File: src/rtl/ckl_pkg.sv
package ckl_pkg;

    localparam int LFSR_COUNT     = 4;
    localparam int LFSR_W         = 32;
    localparam int OUTPUT_WORDS   = 2;
    localparam int BITS_PER_WORD  = 64;
    localparam int RESULT_W       = 64;
    localparam int STEPS_PER_CELL = 8;

    localparam int TOTAL_STEPS = OUTPUT_WORDS * BITS_PER_WORD;
    localparam int NUM_CELLS   = (TOTAL_STEPS + STEPS_PER_CELL - 1) / STEPS_PER_CELL;
    localparam int KS_W        = NUM_CELLS * STEPS_PER_CELL;
    localparam int WORD_IDX_W  = (OUTPUT_WORDS > 1) ? $clog2(OUTPUT_WORDS) : 1;

    typedef logic [LFSR_W-1:0]   t_lfsr;
    typedef logic [RESULT_W-1:0] t_word;

    // Payload carried from cell to cell: running states, fixed tap masks and
    // keystream bits gathered so far (newest at the top, shifted down).
    typedef struct packed {
        logic [LFSR_COUNT-1:0][LFSR_W-1:0] state;
        logic [LFSR_COUNT-1:0][LFSR_W-1:0] taps;
        logic [KS_W-1:0]                   ks;
    } t_lane;

    typedef struct packed {
        logic  valid;
        t_lane data;
    } t_stage;

endpackage

File: src/rtl/ckl_if.sv


interface ckl_word_if;
    logic                         valid;
    logic                         ready;
    logic [ckl_pkg::RESULT_W-1:0] random_word;
    logic                         last_word;

    modport source (output valid, output random_word, output last_word, input ready);
    modport sink   (input valid, input random_word, input last_word, output ready);
endinterface

File: src/rtl/ckl_serializer.sv
module ckl_serializer (
    input  logic                       i_clk,
    input  logic                       i_rst_n,
    input  logic                       i_valid,
    input  logic [ckl_pkg::KS_W-1:0]   i_ks,
    output logic                       o_free,
    ckl_word_if.source                 o_word_ch
);
    import ckl_pkg::*;

    logic                   r_valid;
    logic [WORD_IDX_W-1:0]  r_idx;
    logic [TOTAL_STEPS-1:0] r_ks;
    logic                   w_last;
    logic                   w_xfer;

    assign w_last = (r_idx == WORD_IDX_W'(OUTPUT_WORDS - 1));
    assign w_xfer = r_valid && o_word_ch.ready;
    assign o_free = !r_valid || (w_xfer && w_last);

    always_ff @(posedge i_clk) begin
        if (!i_rst_n) begin
            r_valid <= 1'b0;
            r_idx   <= '0;
        end else if (o_free) begin
            r_valid <= i_valid;
            r_idx   <= '0;
        end else if (w_xfer) begin
            r_idx <= r_idx + 1'b1;
        end
    end

    // load a finished keystream, then drop one word per transfer
    always_ff @(posedge i_clk) begin
        if (o_free) begin
            r_ks <= i_ks[TOTAL_STEPS-1:0];
        end else if (w_xfer) begin
            r_ks <= r_ks >> BITS_PER_WORD;
        end
    end

    assign o_word_ch.valid       = r_valid;
    assign o_word_ch.random_word = RESULT_W'(r_ks[BITS_PER_WORD-1:0]);
    assign o_word_ch.last_word   = w_last;

endmodule

File: src/flat_wrapper.sv
// flat-port wrapper written by rule: the top's interface ports become plain ports
module ckl_serializer_flat import ckl_pkg::*;
  (i_clk, i_rst_n, i_valid, i_ks, o_free, o_word_ch_valid, o_word_ch_random_word, o_word_ch_last_word, o_word_ch_ready);
  ckl_word_if o_word_ch_i ();
  input  logic i_clk;
  input  logic i_rst_n;
  input  logic i_valid;
  input  logic [ckl_pkg::KS_W-1:0] i_ks;
  output logic o_free;
  output wire logic [$bits(o_word_ch_i.valid)-1:0] o_word_ch_valid;
  output wire logic [$bits(o_word_ch_i.random_word)-1:0] o_word_ch_random_word;
  output wire logic [$bits(o_word_ch_i.last_word)-1:0] o_word_ch_last_word;
  input wire logic [$bits(o_word_ch_i.ready)-1:0] o_word_ch_ready;
  assign o_word_ch_valid = o_word_ch_i.valid;
  assign o_word_ch_random_word = o_word_ch_i.random_word;
  assign o_word_ch_last_word = o_word_ch_i.last_word;
  assign o_word_ch_i.ready = o_word_ch_ready;
  ckl_serializer u_core (.i_clk(i_clk), .i_rst_n(i_rst_n), .i_valid(i_valid), .i_ks(i_ks), .o_free(o_free), .o_word_ch(o_word_ch_i));
endmodule
File: config.mk
export PLATFORM = sky130hd
export DESIGN_NAME = ckl_serializer_flat
export DESIGN_NICKNAME = d
export VERILOG_FILES = /design/src/rtl/ckl_pkg.sv /design/src/rtl/ckl_if.sv /design/src/rtl/ckl_serializer.sv /design/src/flat_wrapper.sv
export SDC_FILE = /design/constraint.sdc
export NUM_CORES = 1
export LEC_CHECK = 0
export BUFFER_PORTS_ARGS = -buffer_cell sky130_fd_sc_hd__buf_2
export CORE_MARGIN = 2
export CORE_UTILIZATION = 54
export DETAILED_ROUTE_END_ITERATION = 8
export GPL_TIMING_DRIVEN = 0
export PLACE_DENSITY = 0.86
export SYNTH_ARGS = -nofsm -noshare
export SYNTH_HDL_FRONTEND = slang
export SYNTH_SLANG_ARGS = --single-unit
export TNS_END_PERCENT = 20
File: constraint.sdc
create_clock -name i_clk -period 7.3 [get_ports i_clk]
set_clock_uncertainty 0.1 [all_clocks]
set_input_delay 1.46 -clock i_clk [delete_from_list [all_inputs] [get_ports i_clk]]
set_output_delay 1.46 -clock i_clk [all_outputs]
set_load 0.03 [all_outputs]
# Word level (Yosys, flattened, before mapping)
# Cells that the tools add are included.
[word_totals]
elab_cells = 13
mem_bits_rw = 0
memories = 0
out_inout_bits = 67
in_bits = 132
reg_bits = 130
romBits = 0
latch_bits = 0
[classes]
n_shift = 0
n_mux = 2
eq_ne = 0
reduce_logical = 6
addsub = 1
mul = 0
div = 0
bitwise_logic = 1
order_cmp = 0
[op_table]
columns = ["cell", "n"]
rows = [
  ["128-bit 2-to-1 mux", 2],
  ["1-bit logical AND", 2],
  ["2-bit nonzero test", 1],
  ["2-bit OR reduction", 1],
  ["1-bit adder (second input constant)", 1],
  ["1-bit logical NOT", 1],
  ["1-bit logical OR", 1],
  ["1-bit inverter", 1],
]

# Depth between registers and ports, before layout
# Gate-level depths: netlist of run 1.
[logic_depth]
word_depth = 4
depth_mapped = 4
mapped_depth_nobuf = 2

# Least setup slack after synthesis of run 1
# No wires, ideal clock.
[synth_path]
path_type = "input-to-reg"
startpoint = "input port o_word_ch_ready"
endpoint = "register u_core.r_ks[0] (enable)"
setup_slack_ns = 2.139
path_stages = 1
required_ns = 6.690
arrival_ns = 4.551
path_buffers = 0
cell_sequence = "nand2b_1"
[synth_between]
elab_chain_cells = 4
[synth_rtl]
columns = ["element", "line", "source"]
rows = [
  ["start, declared", "flat_wrapper.sv:13", "input wire logic [$bits(o_word_ch_i.ready)-1:0] o_word_ch_ready;"],
  ["1-bit logical AND (*)", "ckl_serializer.sv:18", "assign w_xfer = r_valid && o_word_ch.ready;"],
  ["1-bit logical AND", "ckl_serializer.sv:19", "assign o_free = !r_valid || (w_xfer && w_last);"],
  ["1-bit logical OR", "ckl_serializer.sv:19", ""],
  ["2-bit nonzero test (no source line) (*)", "-", ""],
  ["end signal, assigned", "ckl_serializer.sv:36", "r_ks <= i_ks[TOTAL_STEPS-1:0];"],
  ["end signal, assigned", "ckl_serializer.sv:38", "r_ks <= r_ks >> BITS_PER_WORD;"],
  ["end, declared", "ckl_serializer.sv:13", "logic [TOTAL_STEPS-1:0] r_ks;"],
]
# Mark *: on every way between the ends. The rest lies on a longest branch, timed or not.
# A chain may end at the register's enable or synchronous reset.

# Worst setup path in the final report of run 1
[layout_path]
startpoint = "input port o_word_ch_ready"
endpoint = "output port o_free"
[layout_between]
elab_chain_cells = 3
[layout_rtl]
columns = ["element", "line", "source"]
rows = [
  ["1-bit logical AND", "ckl_serializer.sv:18", ""],
  ["1-bit logical AND", "ckl_serializer.sv:19", ""],
  ["1-bit logical OR", "ckl_serializer.sv:19", ""],
  ["end, declared", "flat_wrapper.sv:9", "output logic o_free;"],
]
# Every way passes these cells.

==> out/qor.yml, run 1 <==
timing:
  max_slew_margin_pct: 40.71
  finalMaxSlewViolations: 0
  fmax_mhz: 247.6
  fin_crit_ns: 4.039
  rsz0062_at_grt: "false"
  hold_violations: 0
  worstMarginPinSlew_ns: 0.8887
  tns_ns: 0
  period_share_pct: 55.33
  setup_viol: 0
clock_tree:
  tritoncts: "yes"
  cts_root_buf: "clkbuf_8"
  cts_made_buffers: 17
  clkTransAtPathRegs_ns: 0.05
  post_cts_buffers: 0
  worstSkewPairLatency_ns: 0.52
  clock_sinks: 130
  cts-htree-levels: 4
  clk_path_buf_depth: 2
  cts.repair.resized: 0
  holdBufCountCts: 0
critical_path:
  r2r-end: "u_core.r_ks[95]"
  end_kind: "primary output"
  cp_max_fo: 10
  cp-endpoint: "o_free"
  criticalPathCategory: "primary input to primary output"
  r2r-start: "u_core.o_word_ch.valid"
  rr_worst_depth: 2
  worstSetupStartpoint: "o_word_ch_ready"
  cp_data_arrival_time_ns: 2.48
  crit_required_ns: 5.74
  startpoint_type: "primary input"
  r2r_slack_ns: 5.41
yosys:
  synth_nets: 474
  synth_top_area_share_pct: 68.45
  synthSimpleGateAreaFrac_pct: 7.353
  synth.distinct_cells: 14
  yosys.area_share.xor_xnor_pct: 0.1560
  synth_edf_count: 128
  yosysMostFrequentCell: "edfxtp_1"
  synth-seq-area-share_pct: 69.16
  synth_warnings: 0
  synth_top_family_by_area: "multiplexers"
  syn-cell-area_sq_um: 5615
  synthTopCellsByCount: "edfxtp_1, buf_4, nor2b_1"
  synthCells: 342
  ys_ff_latch: 130
  synth_flop_cell: "edfxtp_1"
  synth_area_leaders: "edfxtp_1, buf_4, nor2b_1"
  synth-compound-area-share_pct: 0.3342
  async_reset_ff_share_pct: 0
  syn_area_per_cell_sq_um: 16.42
  yosysTopAreaCell: "edfxtp_1"
  synthMuxAreaShare_pct: 12.83
  yosys.area_share.adder_pct: 0
final_layout:
  final_area_sq_um: 7403
  final_nets: 692
  syn2layout_area_growth_pct: 31.84
  stdcell_count: 710
  fillers: 702
  drive_above_1_share_pct: 58.64
hold_path:
  min_path_cells: 1
  hp-class: "flip-flop to flip-flop"
global_routing:
  antenna_found_initial: 1
  grt_usage_pct: 19.38
  grt_pass1_wl_microns: 16220
  grt_max_degree: 69
  grt_pass1_vias: 3412
  grt_overflow: 0
route:
  drt-met1-wl_microns: 4111
  top_layer: "met4"
  wl_per_cell_microns: 15.08
  wl_met3_microns: 606
  first_pass_iters: 4
  drc: 0
  num_vias: 3331
  routed_wl_microns: 10710
  via_per_inst: 4.692
  wl_met2_microns: 5818
  drt_iter0_drc: 177
  antenna_left: 0
floorplan:
  ios: 199
  die_x_microns: 106.0
  fp-row-count: 37
  core_sq_um: 10230
  dieHeight_microns: 106.0
  start_util_pct: 54.89
  dieArea_sq_um: 11230
power:
  p_leak_nw: 3.287
  power_density_nw_per_um2: 282.7
  vdd_ir_drop_max_v: 0.0001469
job:
  cap_viol_max_count: 0
placed_design:
  place_area_sq_um: 6812
  placed_cells: 677
  io_buffers: 198
  routabilityCongestion: 0.7806
  hpwl_microns: 7669
status:
  outcome: "finished clean"
stage by stage:
step	worst slack, ns	util, %	hold slack, ns	power [mW]
after floorplan	2.139	-	0.4083	1.167
after global placement	1.014	66.23	0.3878	1.256
after detailed placement	3.243	66.58	0.4193	1.264
after CTS	3.247	72.34	0.4326	2.106
after global routing	3.146	72.36	0.4508	2.160
final	3.261	72.36	0.4298	2.093
how the worst min path moves through the flow:
stage	startpoint	end	slack, ns
6_report	u_core.r_ks[91]	u_core.r_ks[27]	0.43
5_1_grt	u_core.r_ks[92]	u_core.r_ks[28]	0.45
4_1_cts	u_core.r_ks[91]	u_core.r_ks[27]	0.43
3_5_place_dp	u_core.r_ks[91]	u_core.r_ks[27]	0.42
3_3_place_gp	u_core.o_word_ch.valid	u_core.o_word_ch.last_word	0.39
2_1_floorplan	u_core.r_ks[87]	u_core.r_ks[23]	0.41
report_power, final:
| group | internal (mW) | switching [mW] |
|---|---|---|
| clock | 0.550 | 0.296 |
| combinational | 0.144 | 0.169 |
| sequential | 0.913 | 0.0213 |
| total | 1.61 | 0.486 |
final cells by class:
cell class	instances	area (sq um)	area share (%)
sequential	130	3884	52.46
multi-input combinational	133	1169	15.79
timing repair buffer	199	1018	13.76
buffer	78	566.8	7.656
clock buffer	20	425.4	5.746
tap	136	170.2	2.298
clock inverter	12	163.9	2.214
inverter	1	3.754	0.05070
antenna	1	2.502	0.03380
sequential cells by signal, summed over array words and instances (netlist names):
register / cells
u_core.r_ks: 128
u_core.o_word_ch.last_word: 1
u_core.o_word_ch.valid: 1
kinds of logic after synthesis:
kind of cell    Yosys count
flops                   130
buf+inv                  79
simple gates             66
mux                      64
compound gates            2
xor+xnor                  1
cells in the final DEF (no fill, tap or decap):
cell type   instances
clkbuf_16          16
a21boi_2            1
dfxtp_1             2
mux2_1             34
inv_1               1
buf_6               1
buf_4              68
buf_16              1
clkinv_4            1
and3_1              1
buf_2             207
nand2b_4            1
clkinvlp_4          1
nor2b_1            64
o21a_1              1
edfxtp_1          128
xor2_1              1
diode_2             1
clkbuf_1            3
clkbuf_8            1
clkinv_2            4
bufinv_16           4
mux2_2             30
clkinv_1            2
worst max-delay path, stage by stage:
cell and delay, ns:
buf_2 0.13, a21boi_2 0.20, buf_6 0.18, buf_2 0.25, inv_1 0.07, buf_2 0.18
layer usage:
metal,vias up,global-route usage (%)
met5,-,0
li1,1599,-
met3,16,6.438
met4,0,8.647
met1,1587,21.30
met2,129,34.15
(Power assumes the default switching activity.)
==> run 2: changes to the inputs <==
--- a/config.mk
+++ b/config.mk
@@ -7,10 +7,10 @@
 export LEC_CHECK = 0
 export BUFFER_PORTS_ARGS = -buffer_cell sky130_fd_sc_hd__buf_2
 export CORE_MARGIN = 2
-export CORE_UTILIZATION = 54
+export CORE_UTILIZATION = 45
 export DETAILED_ROUTE_END_ITERATION = 8
 export GPL_TIMING_DRIVEN = 0
-export PLACE_DENSITY = 0.86
+export PLACE_DENSITY = 0.76
 export SYNTH_ARGS = -nofsm -noshare
 export SYNTH_HDL_FRONTEND = slang
 export SYNTH_SLANG_ARGS = --single-unit
==> constraint.sdc (replaced) <==
create_clock -name i_clk -period 3.4 [get_ports i_clk]
set_clock_uncertainty 0.1 [all_clocks]
set_input_delay 0.68 -clock i_clk [delete_from_list [all_inputs] [get_ports i_clk]]
set_output_delay 0.68 -clock i_clk [all_outputs]
set_load 0.03 [all_outputs]
==> run 2 against run 1 <==
Compared with the run above:
- sequential share of layout area rose by 0.13 points
- first-iteration DRC count rose by 30%
- worst setup slack got worse by 2.4 ns
- largest cell class unchanged
- routed wire length rose by 2.5%
- flip-flop and latch count did not move
- global-route usage fell by 2.5 points
- non-clock buffer count rose by 1
- via count fell by 1.8%
- final area fell by 0.25%
- critical path type is now flip-flop to primary output
==> out/qor.yml, run 2 (synthesis results as in run 1) <==
clock_tree:
  cts_root_buf: "clkbuf_16"  # was clkbuf_8
  clock_sinks: 130  # unchanged
  post_cts_buffers: 0  # unchanged
  worstSkewPairLatency_ns: 0.40  # was 0.52 ns
  clkTransAtPathRegs_ns: 0.05  # about the same
  tritoncts: "yes"  # unchanged
  cts.repair.resized: 0  # unchanged
  clk_path_buf_depth: 2  # unchanged
  holdBufCountCts: 0  # unchanged
  cts_made_buffers: 17  # unchanged
  cts-htree-levels: 4  # unchanged
floorplan:
  fp-row-count: 40  # was 37
  start_util_pct: 46.36  # was 54.89%
  die_x_microns: 115.7  # was 106.0 microns
  core_sq_um: 12110  # was 10230 sq um
  ios: 199  # unchanged
  dieArea_sq_um: 13390  # was 11230 sq um
  dieHeight_microns: 115.7  # was 106.0 microns
final_layout:
  seq_area_sq_um: 3884  # unchanged
  final_nets: 693  # was 692
  top_register: "u_core.r_ks"  # unchanged
  multi_input_comb_area_sq_um: 1169  # unchanged
  final_cell_mix: "buf_2, edfxtp_1, buf_4, nor2b_1, mux2_1"  # unchanged
  largest_reg_flops: 128  # unchanged
  insertedDiodeCount: 0  # was 1
  stdcell_count: 740  # was 710
  syn2layout_area_growth_pct: 31.51  # was 31.84%
  fillers: 953  # was 702
  mostFrequentLayoutCell: "buf_2"  # unchanged
  drive_above_1_share_pct: 58.04  # was 58.64%
global_routing:
  grt_usage_pct: 16.91  # was 19.38%
  grt_max_degree: 51  # was 69
  grt_pass1_vias: 3412  # unchanged
  grt_pass1_wl_microns: 16700  # was 16220 microns
  grt_overflow: 0  # unchanged
  antenna_found_initial: 0  # was 1
route:
  wl_per_cell_microns: 14.84  # was 15.08 microns
  via_per_inst: 4.419  # was 4.692
  drt_iter0_drc: 230  # was 177
  first_pass_iters: 4  # unchanged
  drc: 0  # unchanged
  antenna_left: 0  # unchanged
  routed_wl_microns: 10980  # was 10710 microns
  num_vias: 3270  # was 3331
critical_path:
  r2r_slack_ns: 1.63  # was 5.41 ns
  r2r-end: "u_core.r_ks[42]"  # was u_core.r_ks[95]
  r2r-start: "u_core.o_word_ch.valid"  # unchanged
  startpoint_type: "flip-flop"  # was primary input
  end_kind: "primary output"  # unchanged
  crit_required_ns: 2.62  # was 5.74 ns
  cp_max_fo: 10  # unchanged
  worstSetupStartpoint: "u_core.o_word_ch.valid"  # was o_word_ch_ready
  cp-endpoint: "o_free"  # unchanged
  rr_worst_depth: 4  # was 2
  criticalPathCategory: "flip-flop to primary output"  # was primary input to primary output
  cp_data_arrival_time_ns: 1.72  # was 2.48 ns
power:
  power_density_nw_per_um2: 576.4  # was 282.7 nW/um^2
  totalPowerFinal_mw: 4.257  # was 2.093 mW
  p_leak_nw: 3.264  # was 3.287 nW
  vdd_ir_drop_max_v: 0.0002998  # was 0.0001469 V
timing:
  finalMaxSlewViolations: 0  # unchanged
  setup_viol: 0  # unchanged
  fmax_mhz: 399.9
  rsz0062_at_grt: "false"  # unchanged
  hold_violations: 0  # unchanged
  period_share_pct: 73.55
  fin_crit_ns: 2.501
  worstMarginPinSlew_ns: 0.4749  # was 0.8887 ns
  max_slew_margin_pct: 68.32  # was 40.71%
status:
  outcome: "finished clean"  # unchanged
job:
  cap_viol_max_count: 0  # unchanged
placed_design:
  hpwl_microns: 8049  # was 7669 microns
  routabilityCongestion: 0.7929  # was 0.7806
  io_buffers: 198  # unchanged
  placed_cells: 710  # was 677
hold_path:
  hp-class: "primary input to flip-flop"  # was flip-flop to flip-flop
-- run 2: cell types whose count changed in the layout (fill, tap and decap cells not counted), sizes merged --
cell / change
buf: +1
clkinvlp: -1
clkinv: +3
bufinv: -3
diode: -1
clkbuf: -1
-- run 2: metal layers --
layer	up-vias	part of all wire (%)	global-route usage, %
li1	1601	-	-
met1	1528	39	18.68
met2	115	52	28.89
met3	26	6.6	5.910
met4	0	2.6	8.810
met5	-	0	0
-- run 2: cell type report --
class / count / area share [%]
Buffer: 78 / 7.675
Clock buffer: 19 / 5.862
Clock inverter: 11 / 0.9827
Inverter: 1 / 0.05083
Multi-Input combinational cell: 133 / 15.83
Sequential cell: 130 / 52.59
Tap cell: 168 / 2.846
Timing Repair Buffer: 200 / 14.16
-- run 2: where the power goes --
part,total (mW),leakage (nW),switching [mW],internal (mW)
Combinational,0.678,1.63,0.365,0.313
Sequential,2.01,1.38,0.0449,1.96
Clock,1.57,0.251,0.601,0.972
-- run 2: critical path: stages (launching register included) --
cell and delay, ns:
dfxtp_1 0.40, a21boi_2 0.26, buf_6 0.17, buf_2 0.24, inv_1 0.06, buf_2 0.17
-- run 2: worst min-delay path by stage --
stage / startpoint / to / slack (ns) / cells past startpoint
after detailed placement: u_core.r_ks[96] / u_core.r_ks[32] / 0.42 / 1
after global routing: i_valid / u_core.o_word_ch.valid / 0.38 / 2
final: i_valid / u_core.o_word_ch.valid / 0.39 / 2
after CTS: i_valid / u_core.o_word_ch.valid / 0.37 / 2
after floorplan: u_core.r_ks[87] / u_core.r_ks[23] / 0.41 / 1
after global placement: u_core.o_word_ch.valid / u_core.o_word_ch.last_word / 0.41 / 1
-- run 2: metrics by stage --
| step | utilization, % | hold slack, ns | area [sq um] | TNS (ns) | setup WS [ns] |
|---|---|---|---|---|---|
| global route | 60.97 | 0.3790 | 7385 | 0 | 0.7645 |
| floorplan | - | 0.4083 | 5618 | 0 | 0.5329 |
| global placement | 56.30 | 0.4109 | 6819 | -26.02 | -0.2077 |
| CTS | 60.97 | 0.3718 | 7385 | 0 | 0.8562 |
| detailed placement | 56.80 | 0.4188 | 6879 | 0 | 0.9491 |
| finish | 60.97 | 0.3947 | 7385 | 0 | 0.8992 |
==> run 3: changes to the inputs <==
==> constraint.sdc (replaced) <==
create_clock -name i_clk -period 2.1 [get_ports i_clk]
set_clock_uncertainty 0.1 [all_clocks]
set_input_delay 0.42 -clock i_clk [delete_from_list [all_inputs] [get_ports i_clk]]
set_output_delay 0.42 -clock i_clk [all_outputs]
set_load 0.03 [all_outputs]
==> run 3 against run 2 <==
Compared with the run above:
- critical path depth fell by 1
- die area did not move
- register-to-register slack got worse by 1.4 ns
- critical path type unchanged
- largest cell class unchanged
- highest routed layer unchanged
==> out/qor.yml, run 3 (synthesis results as in run 1) <==
global_routing:
  grt_overflow: 0  # unchanged
  antenna_found_initial: 1  # was 0
  grt_max_degree: 71  # was 51
  grt_pass1_vias: 3533  # was 3412
  grt_pass1_wl_microns: 16950  # was 16700 microns
  grt_usage_pct: 17.07  # was 16.91%
hold_path:
  hp-class: "primary input to flip-flop"  # unchanged
  min_path_cells: 2  # unchanged
timing:
  fin_crit_ns: 2.018
  hold_violations: 0  # unchanged
  worstMarginPinSlew_ns: 0.9605  # was 0.4749 ns
  whs_ns: 0.1353  # was 0.3947 ns
  setup_viol: 0  # unchanged
  tns_ns: 0  # unchanged
  fmax_mhz: 495.6
  rsz0062_at_grt: "false"  # unchanged
  finalMaxSlewViolations: 0  # unchanged
  max_slew_margin_pct: 35.97  # was 68.32%
  period_share_pct: 96.08
  setup_slack_ns: 0.08225  # was 0.8992 ns
placed_design:
  hpwl_microns: 7926  # was 8049 microns
  io_buffers: 198  # unchanged
  preCtsSetupSlack_ns: -0.07623  # was 0.9491 ns
  routabilityCongestion: 0.7271  # was 0.7929
clock_tree:
  clock_sinks: 130  # unchanged
  tritoncts: "yes"  # unchanged
  cts_root_buf: "clkbuf_16"  # unchanged
  worstSkewPairLatency_ns: 0.41  # was 0.40 ns
  clkTransAtPathRegs_ns: 0.06  # was 0.05 ns
  cts-htree-levels: 4  # unchanged
  post_cts_buffers: 0  # unchanged
  clk_path_buf_depth: 2  # unchanged
  holdBufCountCts: 0  # unchanged
  cts_made_buffers: 17  # unchanged
floorplan:
  die_x_microns: 115.7  # unchanged
  fp-row-count: 40  # unchanged
  dieArea_sq_um: 13390  # unchanged
  ios: 199  # unchanged
  start_util_pct: 46.36  # unchanged
  dieHeight_microns: 115.7  # unchanged
  core_sq_um: 12110  # unchanged
final_layout:
  mostFrequentLayoutCell: "buf_2"  # unchanged
  final_cell_mix: "buf_2, edfxtp_1, buf_4, nor2b_1, mux2_1"  # unchanged
  drive_above_1_share_pct: 59.09  # was 58.04%
  largest_reg_flops: 128  # unchanged
  syn2layout_area_growth_pct: 33.20  # was 31.51%
  fillers: 976  # was 953
  top_register: "u_core.r_ks"  # unchanged
  post-route-util_pct: 61.76  # was 60.97%
  final_nets: 691  # was 693
route:
  first_pass_iters: 4  # unchanged
  num_vias: 3317  # was 3270
  drt_iter0_drc: 171  # was 230
  drc: 0  # unchanged
  via_per_inst: 4.470  # was 4.419
  wl_per_cell_microns: 14.97  # was 14.84 microns
  routed_wl_microns: 11110  # was 10980 microns
  antenna_left: 0  # unchanged
power:
  power_density_nw_per_um2: 989.0  # was 576.4 nW/um^2
  vdd_ir_drop_max_v: 0.0006280  # was 0.0002998 V
  p_leak_nw: 3.294  # was 3.264 nW
critical_path:
  end_kind: "primary output"  # unchanged
  cp_max_fo: 19  # was 10
  startpoint_type: "flip-flop"  # unchanged
  crit_required_ns: 1.58  # was 2.62 ns
  cp_data_arrival_time_ns: 1.50  # was 1.72 ns
  criticalPathCategory: "flip-flop to primary output"  # unchanged
  rr_worst_depth: 2  # was 4
job:
  cap_viol_max_count: 0  # unchanged
status:
  outcome: "finished clean"  # unchanged
==> run 3: cell types whose count changed in the layout (fill, tap and decap cells not counted), moves of 2 or more <==
cell	delta
bufinv_16	+3
clkinv_1	-5
clkinv_4	+2
clkinvlp_4	+3
diode_2	+2
==> run 3: timing repair <==
action,in CTS,in global routing
gates cloned,0,0
resized for setup,0,2
endpoints found under the setup margin,1,1
==> run 3: stage by stage <==
step	std cells	area, sq um	total power, mW
floorplan	342	5623	4.045
global placement	708	6824	4.360
detailed placement	709	6852	4.400
CTS	740	7463	7.471
global route	741	7477	7.645
finish	742	7480	7.397
==> run 3: worst max-delay path, stage by stage (launching register included) <==
cell and delay [ns]:
dfxtp_1 0.41, a21boi_4 0.26, buf_8 0.20, inv_1 0.05, buf_2 0.17
==> run 3: layout make-up <==
cell class                      instances  area [sq um]  area share [%]
Timing Repair Buffer                  199          1018           13.62
Sequential cell                       130          3884           51.92
Tap cell                              168         210.2           2.810
Buffer                                 77         565.5           7.561
Multi-Input combinational cell        133          1176           15.72
Inverter                                1         3.754         0.05018
Antenna cell                            2         5.005         0.06691
Clock buffer                           18         429.2           5.738
Clock inverter                         14         187.7           2.509
==> run 3: layer usage <==
metal / vias up / track usage [%] / share of wire, % / wire (microns)
li1: 1597 / - / - / -
met1: 1579 / 18.62 / 39 / 4279
met2: 115 / 29.16 / 53 / 5862
met3: 26 / 5.544 / 5.9 / 660
met4: 0 / 10.08 / 2.8 / 308
met5: - / 0 / 0 / 0
==> run 3: power by group <==
group | internal [mW] | leakage [nW] | switching [mW]
Clock | 1.98 | 0.294 | 1.07
Sequential | 3.17 | 1.38 | 0.0710
Combinational | 0.503 | 1.62 | 0.596
Total | 5.66 | 3.29 | 1.74
==> run 3: path summary, 6_finish.rpt <==
| check | from | end | slack, ns |
|---|---|---|---|
| max | u_core.o_word_ch.valid | o_free | 0.08 |
| max reg2reg | u_core.o_word_ch.valid | u_core.r_ks[45] | 0.19 |
| min reg2reg | u_core.r_ks[112] | u_core.r_ks[48] | 0.43 |
| min | i_valid | u_core.o_word_ch.valid | 0.14 |
